==> config.mk <==
export PLATFORM = sky130hd
export DESIGN_NAME = pft_queue
export DESIGN_NICKNAME = d
export VERILOG_FILES = /design/src/rtl/pft_pkg.sv /design/src/rtl/pft_queue.sv
export SDC_FILE = /design/constraint.sdc
export NUM_CORES = 1
export LEC_CHECK = 0
export BUFFER_PORTS_ARGS = -buffer_cell sky130_fd_sc_hd__buf_2
export CORE_MARGIN = 10
export CORE_UTILIZATION = 56
export CTS_CLUSTER_DIAMETER = 100
export DETAILED_ROUTE_END_ITERATION = 8
export GPL_ROUTABILITY_DRIVEN = 1
export PLACE_DENSITY = 0.85
export SYNTH_ARGS = -nofsm -noshare
export SYNTH_HDL_FRONTEND = slang
export SYNTH_SLANG_ARGS = --single-unit
==> constraint.sdc <==
create_clock -name clk -period 19 [get_ports clk]
set_clock_uncertainty 0.15 [all_clocks]
set_input_delay 0.95 -clock clk [delete_from_list [all_inputs] [get_ports clk]]
set_output_delay 0.95 -clock clk [all_outputs]
set_load 0.05 [all_outputs]
==> src/rtl/pft_pkg.sv <==
// Package for the polygon fan triangulator: sizing constants, payload structs,
// the front-to-back job format and the state encodings.
// No dependencies; every other file in rtl/ imports it.
package pft_pkg;

	localparam int INDEX_BITS  = 16;
	// Index bits actually kept (result fields are 16 bits wide)
	localparam int IDX_W       = (INDEX_BITS < 16) ? INDEX_BITS : 16;

	localparam int JOBQ_DEPTH  = 2;
	localparam int JOBQ_AW     = (JOBQ_DEPTH > 1) ? $clog2(JOBQ_DEPTH) : 1;
	localparam int JOBQ_CW     = $clog2(JOBQ_DEPTH + 1);

	localparam int RESQ_DEPTH  = 2;
	localparam int RESQ_AW     = (RESQ_DEPTH > 1) ? $clog2(RESQ_DEPTH) : 1;
	localparam int RESQ_CW     = $clog2(RESQ_DEPTH + 1);

	typedef logic signed [15:0] raw_t;    // raw file word
	typedef logic signed [16:0] coord_t;  // after x negation
	typedef logic signed [17:0] diff_t;   // edge vector component
	typedef logic signed [35:0] prod_t;   // diff x diff
	typedef logic signed [36:0] cross_t;  // cross product component
	typedef logic signed [53:0] term_t;   // cross x normal
	typedef logic signed [55:0] dot_t;    // dot product
	typedef logic [IDX_W-1:0]   idx_t;

	typedef struct packed {
		logic [15:0] vertex_index;
		raw_t        pos_x;
		raw_t        pos_y;
		raw_t        pos_z;
		raw_t        normal_x;
		raw_t        normal_y;
		raw_t        normal_z;
		logic        first_vertex;
		logic        last_vertex;
	} pft_in_t;

	typedef struct packed {
		logic [15:0] tri_a;
		logic [15:0] tri_b;
		logic [15:0] tri_c;
		logic        polygon_done;
	} pft_out_t;

	// Work item from front to back. For a fan triangle a/b/c are
	// anchor/previous/current and the winding is decided in the back;
	// otherwise a/b/c are already in output order.
	typedef struct packed {
		logic          fan;
		idx_t          a;
		idx_t          b;
		idx_t          c;
		logic          done;
		diff_t [2:0]   u;
		diff_t [2:0]   v;
		coord_t [2:0]  n;
	} job_t;

	typedef enum logic [1:0] {
		CC_NONE,
		CC_ANCHOR,
		CC_BOTH
	} corner_cnt_t;

	typedef enum logic [2:0] {
		BK_IDLE,
		BK_MUL,
		BK_DIFF,
		BK_NMUL,
		BK_SUM
	} back_state_t;

endpackage

==> src/rtl/pft_queue.sv <==
// Short job queue between front and back so that each side stalls on its own.
// Depends on pft_pkg (job_t, JOBQ_* sizing).
module pft_queue import pft_pkg::*; (
	input  logic clk,
	input  logic arst_n,
	input  logic wr,
	input  job_t wr_job,
	output logic full,
	input  logic rd,
	output job_t rd_job,
	output logic valid
);

	job_t                 mem_q [JOBQ_DEPTH];
	logic [JOBQ_AW-1:0]   wr_ptr_q;
	logic [JOBQ_AW-1:0]   rd_ptr_q;
	logic [JOBQ_CW-1:0]   cnt_q;

	assign full   = (cnt_q == JOBQ_CW'(JOBQ_DEPTH));
	assign valid  = (cnt_q != '0);
	assign rd_job = mem_q[rd_ptr_q];

	function automatic logic [JOBQ_AW-1:0] next_ptr(input logic [JOBQ_AW-1:0] p);
		return (p == JOBQ_AW'(JOBQ_DEPTH - 1)) ? '0 : p + 1'b1;
	endfunction

	always_ff @(posedge clk or negedge arst_n) begin
		if (!arst_n) begin
			wr_ptr_q <= '0;
			rd_ptr_q <= '0;
			cnt_q    <= '0;
		end else begin
			if (wr)
				wr_ptr_q <= next_ptr(wr_ptr_q);
			if (rd)
				rd_ptr_q <= next_ptr(rd_ptr_q);
			if (wr && !rd)
				cnt_q <= cnt_q + 1'b1;
			else if (rd && !wr)
				cnt_q <= cnt_q - 1'b1;
		end
	end

	always_ff @(posedge clk) begin
		if (wr)
			mem_q[wr_ptr_q] <= wr_job;
	end

	a_rd_valid: assert property (@(posedge clk) disable iff (!arst_n)
		rd |-> valid)
		else $error("job queue read while empty");

	a_wr_room: assert property (@(posedge clk) disable iff (!arst_n)
		wr |-> !full)
		else $error("job queue written while full");

	a_count: assert property (@(posedge clk) disable iff (!arst_n)
		wr && !rd && !full |=> valid)
		else $error("job queue lost a transaction");

endmodule

==> flow_summary.toml <==
[run_status]
outcome = "finished, final reports clean"

[min_path]
hold_path.class = "in2async"

[clock_tree]
cts_tree = "yes"
numCtsBuffers = 42
cts-root-buf = "clkbuf_16"
cts.sink_count = 422
clock_path_buffers = 3
clk_latency_ns = 0.51
postCtsSetupRepairBufs = 0
ctsResizeCount = 0
hold_buffers = 0
htreeDepth = 2
path_clk_slew_ns = 0.06

[logic_synthesis]
ys_warn_count = 0
postSynthAreaPerCell_um2 = 23.0
synthesis.area_mm2 = 0.0153
seq_area_frac_synth_pct = 82.4
synthesis.nets = 880
synth_area_leaders = "edfxtp_1 82%, mux2_2 15%, buf_6 1.6%"
synth_cells = 666
synth_area_leader_cell = "edfxtp_1"
synth_top_area_share_pct = 81.8
synth_cell_type_count = 13
synth-seq-cells = 422

[sta]
slew_viol_final = 0
hold_ws_ns = 0.0849
fmax_mhz = 230
grt_setup_unrepaired = "no"
slew_headroom_pct = 27.4
period_share_pct = 22.9
setup_viol = 0
min_period_ns = 4.35
setup_tns_ns = 0
worst_pin_slew_ns = 1.09
hold_viol = 0

[finish]
nNetsFinal = 1331
drive_gt1_share_pct = 60.9
syn2layout_area_growth_pct = 24.2

[die]
fp.dieH_um = 186
pin_count = 424
start_util_pct = 56.9
std_cell_rows = 60
die_area_mm2 = 0.0344
core_area_mm2 = 0.0270
die_x_um = 186

[global_routing]
grt_pass1_vias = 8679
overflow = 0
antenna_found_initial = 8
grt_max_degree = 82
grt_pass1_wl_mm = 50.3
track_usage_pct = 19.4

[route]
drt_iter0_drc = 502
dr_wl_met3_mm = 3.85
wl_mm = 35.0
met2_length_mm = 17.8
avgRoutedWirePerCell_um = 23.4
top_layer = "met5"
wl_met1_mm = 12.2
drcViolationCount = 0
routed_via_density = 5.39
ant_nets = 0
vias = 8075
first_pass_iters = 4

[power_and_ir_drop]
comb_power_share_pct = 39.4
power_switching_uw = 1410
p_per_area_mw_per_mm2 = 182
internal_power_uw = 2060
power_leakage_uw = 0.00719
seq_power_share_pct = 37.7
p_sw_share_pct = 40.6
peakVddDrop_mv = 0.127
power.share.clock_pct = 22.9

[flow_run]
cap_violations = 0

[setup_path]
required_ns = 17.90
arrival_ns = 3.25
end_kind = "primary output"
crit_path_max_fanout = 75
critPathKind = "reg2out"
start_kind = "flop"

[placed_design]
io_buffers = 423
gp_congestion = 0.796
dp_hpwl_mm = 24.2
## Yosys cell counts
cell type	number
edfxtp_1	418
mux2_2	209
buf_6	22
dfrtp_1	4
xor2_1	4
nor2b_1	2
and2_1	1
buf_2	1
ha_1	1
inv_1	1
nor2_1	1
or2_2	1
xnor2_1	1
## final cells by class
cell class	instances	area, um2
antenna	11	27.5
clock buffer	50	1140
clock inverter	24	189
fill	1611	7890
inverter	1	3.75
multi-input combinational	220	2450
sequential	422	12700
tap	341	427
timing repair buffer	430	2170
## placed cells by master, fill, tap and decap left out, drive strengths merged
master	n
buf	430
edfxtp	418
mux2	209
clkbuf	50
clkinv	18
diode	11
xor2	4
dfrtp	4
bufinv	3
inv	3
nor2b	2
or2	1
and2	1
xnor2	1
nor2	1
ha	1
clkinvlp	1
## worst paths after layout
path	from	to	slack [ns]	cells past startpoint
worst max-delay path	rd_ptr_q	rd_job[142]	14.65	3
worst min-delay path	arst_n	wr_ptr_q	0.08	1
worst max register to register	wr_ptr_q	mem_q[0][143]	15.80	3
worst min register to register	cnt_q[1]	cnt_q[1]	0.34	1
max in group asynchronous	arst_n	rd_ptr_q	18.46	1
min in group clk	cnt_q[1]	cnt_q[1]	0.34	1
## flip-flops by register name (all words and copies together) (netlist names)
register	cells
wr_ptr_q	1
cnt_q	2
mem_q	418
rd_ptr_q	1
## metal layers
metal,vias up,global-route usage (%)
met5,-,0
met4,4,7.64
li1,3584,-
met2,394,34.0
met3,80,6.80
met1,4013,21.2
## worst max-delay path, cell delays in order (launching register included)
cell and delay [ns]:
dfrtp_4 1.05, buf_4 0.88, mux2_2 0.46, buf_2 0.22
## cells by family (layout without fill, tap and decap cells)
group / count (synthesis) / after routing / synth area share, %
multiplexers: 209 / 209 / 15.3
buffers and inverters: 24 / 505 / 1.67
XOR/XNOR: 5 / 5 / 0.285
AND/OR/NAND/NOR: 5 / 5 / 0.188
flip-flops: 422 / 422 / 82.4
other: 0 / 11 / 0
adder cells (fa/ha/maj): 1 / 1 / 0.0815
## power by group through the flow
stage          Sequential [uW]  Clock, uW  Combinational (uW)
2_1_floorplan             1340          0                1120
3_3_place_gp              1310          0                1360
3_5_place_dp              1330          0                1370
4_1_cts                   1310        808                1380
5_1_grt                   1330        840                1420
6_report                  1310        793                1370
## stage by stage
stage	instance area (um2)	power [uW]	setup slack, ns	std cells	util [%]
floorplan	15300	2460	8.09	666	-
global placement	17700	2680	15.15	1414	65.7
detailed placement	17700	2700	15.13	1414	65.7
CTS	19000	3500	14.62	1488	70.6
global route	19100	3590	14.48	1495	70.7
finish	19100	3470	14.65	1499	70.7
No activity file was read; power rests on OpenSTA's default activity.
