File: src/rtl/pft_pkg.sv
// Package for the polygon fan triangulator: sizing constants, payload structs,
// the front-to-back job format and the state encodings.
// No dependencies; every other file in rtl/ imports it.
package pft_pkg;

	localparam int INDEX_BITS  = 16;
	// Index bits actually kept (result fields are 16 bits wide)
	localparam int IDX_W       = (INDEX_BITS < 16) ? INDEX_BITS : 16;

	localparam int JOBQ_DEPTH  = 2;
	localparam int JOBQ_AW     = (JOBQ_DEPTH > 1) ? $clog2(JOBQ_DEPTH) : 1;
	localparam int JOBQ_CW     = $clog2(JOBQ_DEPTH + 1);

	localparam int RESQ_DEPTH  = 2;
	localparam int RESQ_AW     = (RESQ_DEPTH > 1) ? $clog2(RESQ_DEPTH) : 1;
	localparam int RESQ_CW     = $clog2(RESQ_DEPTH + 1);

	typedef logic signed [15:0] raw_t;    // raw file word
	typedef logic signed [16:0] coord_t;  // after x negation
	typedef logic signed [17:0] diff_t;   // edge vector component
	typedef logic signed [35:0] prod_t;   // diff x diff
	typedef logic signed [36:0] cross_t;  // cross product component
	typedef logic signed [53:0] term_t;   // cross x normal
	typedef logic signed [55:0] dot_t;    // dot product
	typedef logic [IDX_W-1:0]   idx_t;

	typedef struct packed {
		logic [15:0] vertex_index;
		raw_t        pos_x;
		raw_t        pos_y;
		raw_t        pos_z;
		raw_t        normal_x;
		raw_t        normal_y;
		raw_t        normal_z;
		logic        first_vertex;
		logic        last_vertex;
	} pft_in_t;

	typedef struct packed {
		logic [15:0] tri_a;
		logic [15:0] tri_b;
		logic [15:0] tri_c;
		logic        polygon_done;
	} pft_out_t;

	// Work item from front to back. For a fan triangle a/b/c are
	// anchor/previous/current and the winding is decided in the back;
	// otherwise a/b/c are already in output order.
	typedef struct packed {
		logic          fan;
		idx_t          a;
		idx_t          b;
		idx_t          c;
		logic          done;
		diff_t [2:0]   u;
		diff_t [2:0]   v;
		coord_t [2:0]  n;
	} job_t;

	typedef enum logic [1:0] {
		CC_NONE,
		CC_ANCHOR,
		CC_BOTH
	} corner_cnt_t;

	typedef enum logic [2:0] {
		BK_IDLE,
		BK_MUL,
		BK_DIFF,
		BK_NMUL,
		BK_SUM
	} back_state_t;

endpackage

File: src/rtl/pft_front.sv
// Front end: takes polygon corners, tracks anchor/previous corner and emits
// one job per corner that yields a triangle. Depends on pft_pkg.
module pft_front import pft_pkg::*; (
	input  logic    clk,
	input  logic    arst_n,
	input  logic    push,
	output logic    full,
	input  pft_in_t vertex,
	output job_t    job,
	output logic    job_push,
	input  logic    job_full
);

	logic          accept;
	logic          start;
	idx_t          idx;
	coord_t [2:0]  pos;
	coord_t [2:0]  nrm;
	corner_cnt_t   cnt_d;

	corner_cnt_t   cnt_q;
	idx_t          anchor_idx_q;
	idx_t          prev_idx_q;
	coord_t [2:0]  anchor_pos_q;
	coord_t [2:0]  prev_pos_q;
	coord_t [2:0]  normal_q;

	assign full   = job_full;
	assign accept = push && !job_full;
	assign idx    = vertex.vertex_index[IDX_W-1:0];
	assign start  = vertex.first_vertex || (cnt_q == CC_NONE);

	// x axis is mirrored on entry
	always_comb begin
		pos[0] = -coord_t'(vertex.pos_x);
		pos[1] = coord_t'(vertex.pos_y);
		pos[2] = coord_t'(vertex.pos_z);
		nrm[0] = -coord_t'(vertex.normal_x);
		nrm[1] = coord_t'(vertex.normal_y);
		nrm[2] = coord_t'(vertex.normal_z);
	end

	always_comb begin
		job      = '0;
		job_push = 1'b0;
		cnt_d    = cnt_q;
		job.n    = normal_q;
		for (int k = 0; k < 3; k++) begin
			job.u[k] = diff_t'(prev_pos_q[k]) - diff_t'(anchor_pos_q[k]);
			job.v[k] = diff_t'(pos[k]) - diff_t'(anchor_pos_q[k]);
		end
		if (start) begin
			// single-corner polygon collapses to one point
			job.a    = idx;
			job.b    = idx;
			job.c    = idx;
			job.done = 1'b1;
			job_push = accept && vertex.last_vertex;
			cnt_d    = vertex.last_vertex ? CC_NONE : CC_ANCHOR;
		end else begin
			case (cnt_q)
				CC_ANCHOR: begin
					// two-corner polygon closes on the anchor
					job.a    = anchor_idx_q;
					job.b    = idx;
					job.c    = anchor_idx_q;
					job.done = 1'b1;
					job_push = accept && vertex.last_vertex;
					cnt_d    = vertex.last_vertex ? CC_NONE : CC_BOTH;
				end
				CC_BOTH: begin
					job.fan  = 1'b1;
					job.a    = anchor_idx_q;
					job.b    = prev_idx_q;
					job.c    = idx;
					job.done = vertex.last_vertex;
					job_push = accept;
					cnt_d    = vertex.last_vertex ? CC_NONE : CC_BOTH;
				end
				default: ;
			endcase
		end
	end

	always_ff @(posedge clk or negedge arst_n) begin
		if (!arst_n) begin
			cnt_q <= CC_NONE;
		end else if (accept) begin
			cnt_q <= cnt_d;
		end
	end

	always_ff @(posedge clk) begin
		if (accept) begin
			if (start) begin
				anchor_idx_q <= idx;
				anchor_pos_q <= pos;
				normal_q     <= nrm;
			end else begin
				prev_idx_q <= idx;
				prev_pos_q <= pos;
			end
		end
	end

	a_fan_job: assert property (@(posedge clk) disable iff (!arst_n)
		accept && cnt_q == CC_BOTH && !vertex.first_vertex |-> job_push && job.fan)
		else $error("third or later corner did not produce a fan job");

	a_close: assert property (@(posedge clk) disable iff (!arst_n)
		accept && vertex.last_vertex |=> cnt_q == CC_NONE)
		else $error("polygon still open after its last corner");

	a_no_overrun: assert property (@(posedge clk) disable iff (!arst_n)
		job_push |-> !job_full)
		else $error("job pushed into a full queue");

endmodule

File: config.mk
export PLATFORM = sky130hd
export DESIGN_NAME = pft_front
export DESIGN_NICKNAME = d
export VERILOG_FILES = /design/src/rtl/pft_pkg.sv /design/src/rtl/pft_front.sv
export SDC_FILE = /design/constraint.sdc
export NUM_CORES = 1
export LEC_CHECK = 0
export BUFFER_PORTS_ARGS = -buffer_cell sky130_fd_sc_hd__buf_2
export CORE_ASPECT_RATIO = 1.1
export CORE_UTILIZATION = 50
export CTS_CLUSTER_DIAMETER = 50
export DETAILED_ROUTE_END_ITERATION = 7
export GPL_TIMING_DRIVEN = 1
export MAX_ROUTING_LAYER = met4
export PLACE_DENSITY = 0.78
export SETUP_SLACK_MARGIN = 0.4
export SYNTH_ARGS = -nofsm -noshare
export SYNTH_HDL_FRONTEND = slang
export SYNTH_SLANG_ARGS = --single-unit
File: constraint.sdc
create_clock -name clk -period 16.5 [get_ports clk]
set_input_delay 1.65 -clock clk [delete_from_list [all_inputs] [get_ports clk]]
set_output_delay 1.65 -clock clk [all_outputs]
set_load 0.05 [all_outputs]
==> results.yml <==
setup_path:
  cp_max_fo: 5
  cp.arrival_ns: 4.94
  max_stage_delay_ns: 0.44
  worst_setup_path_end_kind: "primary output"
  path_buf_inv: 3
  cp_data_required_time_ns: 14.85
  path_delay_family: "compound AO/OA/AOI/OAI gates"
  cp_slowest_cell: "a221oi_1"
  critPathLaunchType: "input port"
  crit_type: "input port to primary output"
  crit_chain: "buf_2 -> inv_1 -> ha_1 -> nor2b_1 -> nor2b_1 -> xnor2_1 -> ha_1 -> a21o_1 -> a221oi_1 -> a21oi_1 -> a21boi_1 -> o31ai_1 -> a21oi_1 -> xnor2_1 -> buf_2"
  rrSetupSlack_ns: 13.81
yosys:
  synth_largest_area_cell: "edfxtp_1"
  ys_seq_area_share_pct: 47.69
  synth_fa_ha_area_share_pct: 12.38
  synth_top_area_share_pct: 47.25
  syn_area_per_cell_sq_um: 10.59
  yosys_warnings: 0
  synth-xor-area-share_pct: 7.699
  syn_inst: 1074
  synth_area_sq_um: 11380
  synthTopCellsByArea: "edfxtp_1 (47%), ha_1 (11%), xnor2_1 (5.0%)"
  synth_compound_area_share_pct: 16.28
  async_reset_ff_share_pct: 1.105
  synth_cell_types: 64
  synth_seq_cells: 181
  synthMuxAreaShare_pct: 0.2640
  synth_top_family_by_area: "compound AO/OA/AOI/OAI gates"
  synth_fp_nets: 1301
  synth-simple-area-share_pct: 11.44
  synth_edf_count: 179
  synthFlopType: "edfxtp_1"
grt:
  grt-ovfl-total: 0
  grt_pass1_wl_microns: 45660
  grt_antenna_before_repair: 4
  grt_max_degree: 71
  grt_pass1_vias: 9393
  grt_use_total_pct: 25.59
clocking:
  cts_resized: 0
  ctsHoldBuffers: 0
  tritoncts: "yes"
  cts-buffers-inserted: 17
  htreeDepth: 4
  cts_sinks: 181
  root_buffer: "clkbuf_16"
  clkLatencyLatePin_ns: 0.44
  post_cts_buffers: 0
  ctsLongestPathBuffers: 2
  cts.clk_slew.worst_paths_ns: 0.08
layout:
  mostFrequentLayoutCell: "buf_2"
  num-nets-final: 1623
  mostFrequentLayoutCells: "buf_2 (328), edfxtp_1 (179), ha_1 (103), inv_1 (92), nand2_1 (85)"
  drive_above_1_share_pct: 26.83
  fin_cells: 1709
  area_delta_synth_final_pct: 22.49
  fillCellCount: 1813
timing:
  slew_viol_final: 0
  finalCritPeriodShare_pct: 39.91
  rsz0062_at_grt: "false"
  clock.fmax_ghz: 0.1518
  timing_hold_violations_final: 0
  period_minus_slack_ns: 6.586
  fin_worst_skew_ns: 0.01662
  max_slew.worst_pin.slew_ns: 0.9313
  hold_slack_ns: 0.5494
  setup_tns_ns: 0
  finalSetupViolations: 0
  slew_headroom_pct: 37.84
pwr:
  power_uw: 1493
  sequentialPowerShare_pct: 35.9
  peakVddDrop_mv: 0.08110
  swShare_pct: 40.70
  pwr_density_cell_nw_per_um2: 107.2
  intPower_uw: 885.5
  p_clk_share_pct: 28.3
  combinationalPowerShare_pct: 35.8
  p_switching_uw: 607.7
  p_leak_uw: 0.006052
place:
  port_buffers: 328
  place_inst: 1672
  dpl.hpwl_microns: 22540
  gp_congestion: 0.9604
run:
  maxCapViolCount: 0
die:
  fp.dieW_microns: 145.8
  dieArea_sq_um: 23360
  ios: 329
  fp-row-count: 57
  core-area_sq_um: 22180
  start_util_pct: 51.29
  die_h_microns: 160.2
drt:
  wl_per_cell_microns: 17.20
  viasPerCell: 5.580
  remaining_drc_errors: 0
  dr.pass1.iters: 5
  antenna_left: 0
  drt-initial-drc-count: 496
  totalWireLength_microns: 29400
  dr_total_vias: 9537
run_status:
  status: "finished clean"
worst_hold_path:
  min_path_type: "register to register"
-- power groups by stage --
| stage | registers (uW) | clock network [uW] | logic [uW] |
|---|---|---|---|
| after CTS | 537 | 432 | 535 |
| after global placement | 546 | 0 | 527 |
| after global routing | 538 | 447 | 566 |
| final | 536 | 422 | 535 |
| after floorplan | 570 | 0 | 384 |
| after detailed placement | 547 | 0 | 533 |
-- synth_stat cells (all sizes together), types with 5 or more instances --
cell type  count
o2111ai        5
inv           92
and3           7
nor3          27
nand3         12
nand4          6
o31a           5
buf           10
fa             6
nor4           6
nand2b         9
o21a          19
nand2         85
or2            9
ha           103
edfxtp       179
nor2b         27
o31ai          5
xor2          35
a31oi          7
xnor2         65
nor2          62
and2           7
a21oi         77
or3            6
o21ai         70
a22oi         32
clkbuf        19
o211ai         6
a21o          21
-- worst reg2reg max path, cell delays in order (launching register included) --
cell and delay (ns):
dfrtp_1 0.39, inv_1 0.08, ha_1 0.19, or2_2 0.50
nor2_4 0.40, buf_4 0.72
-- cell type report --
cell class                      instances  area, sq um  area share, %
Clock buffer                           17        425.4          3.053
Sequential cell                       181         5425          38.93
Tap cell                              295        369.1          2.649
Antenna cell                            5        12.51        0.08979
Clock inverter                         15        202.7          1.455
Inverter                               92        345.3          2.478
Timing Repair Buffer                  332         1672          12.00
Multi-Input combinational cell        772         5483          39.35
-- flip-flops by register name, indices dropped and copies added (netlist names) --
name          flops
prev_idx_q       16
anchor_idx_q     16
job              49
cnt_q             2
anchor_pos_q     49
prev_pos_q       49
-- cell families after synthesis --
kind of cell / count (synthesis)
mux: 3
xor+xnor: 100
fa+ha+maj: 109
buf+inv: 121
compound gates: 288
simple gates: 272
flops: 181
-- worst paths after layout --
path | endpoint | startpoint | cells past startpoint
min | cnt_q[0] | cnt_q[0] | 1
max in group asynchronous | cnt_q[0] | arst_n | 1
min reg2reg | cnt_q[0] | cnt_q[0] | 1
min in group asynchronous | cnt_q[1] | arst_n | 1
max | job[67] | vertex[82] | 15
max reg2reg | prev_pos_q[19] | cnt_q[1] | 5
-- stage by stage --
step / area (sq um) / util (%) / setup WS, ns
floorplan: 11380 / - / 9.319
global placement: 13290 / 59.94 / 10.09
detailed placement: 13290 / 59.94 / 10.00
CTS: 13920 / 62.77 / 9.986
global route: 13930 / 62.81 / 9.675
finish: 13930 / 62.83 / 9.914
-- metal layers --
layer	GRT usage [%]	part of all wire [%]	routed length (microns)	vias up
met1	28.46	39	11420	4468
met2	43.30	50	14610	402
met5	-	0	0	-
met3	6.257	7.7	2263	80
met4	11.67	3.8	1112	0
li1	-	-	-	4587
(Power assumes the default switching activity.)
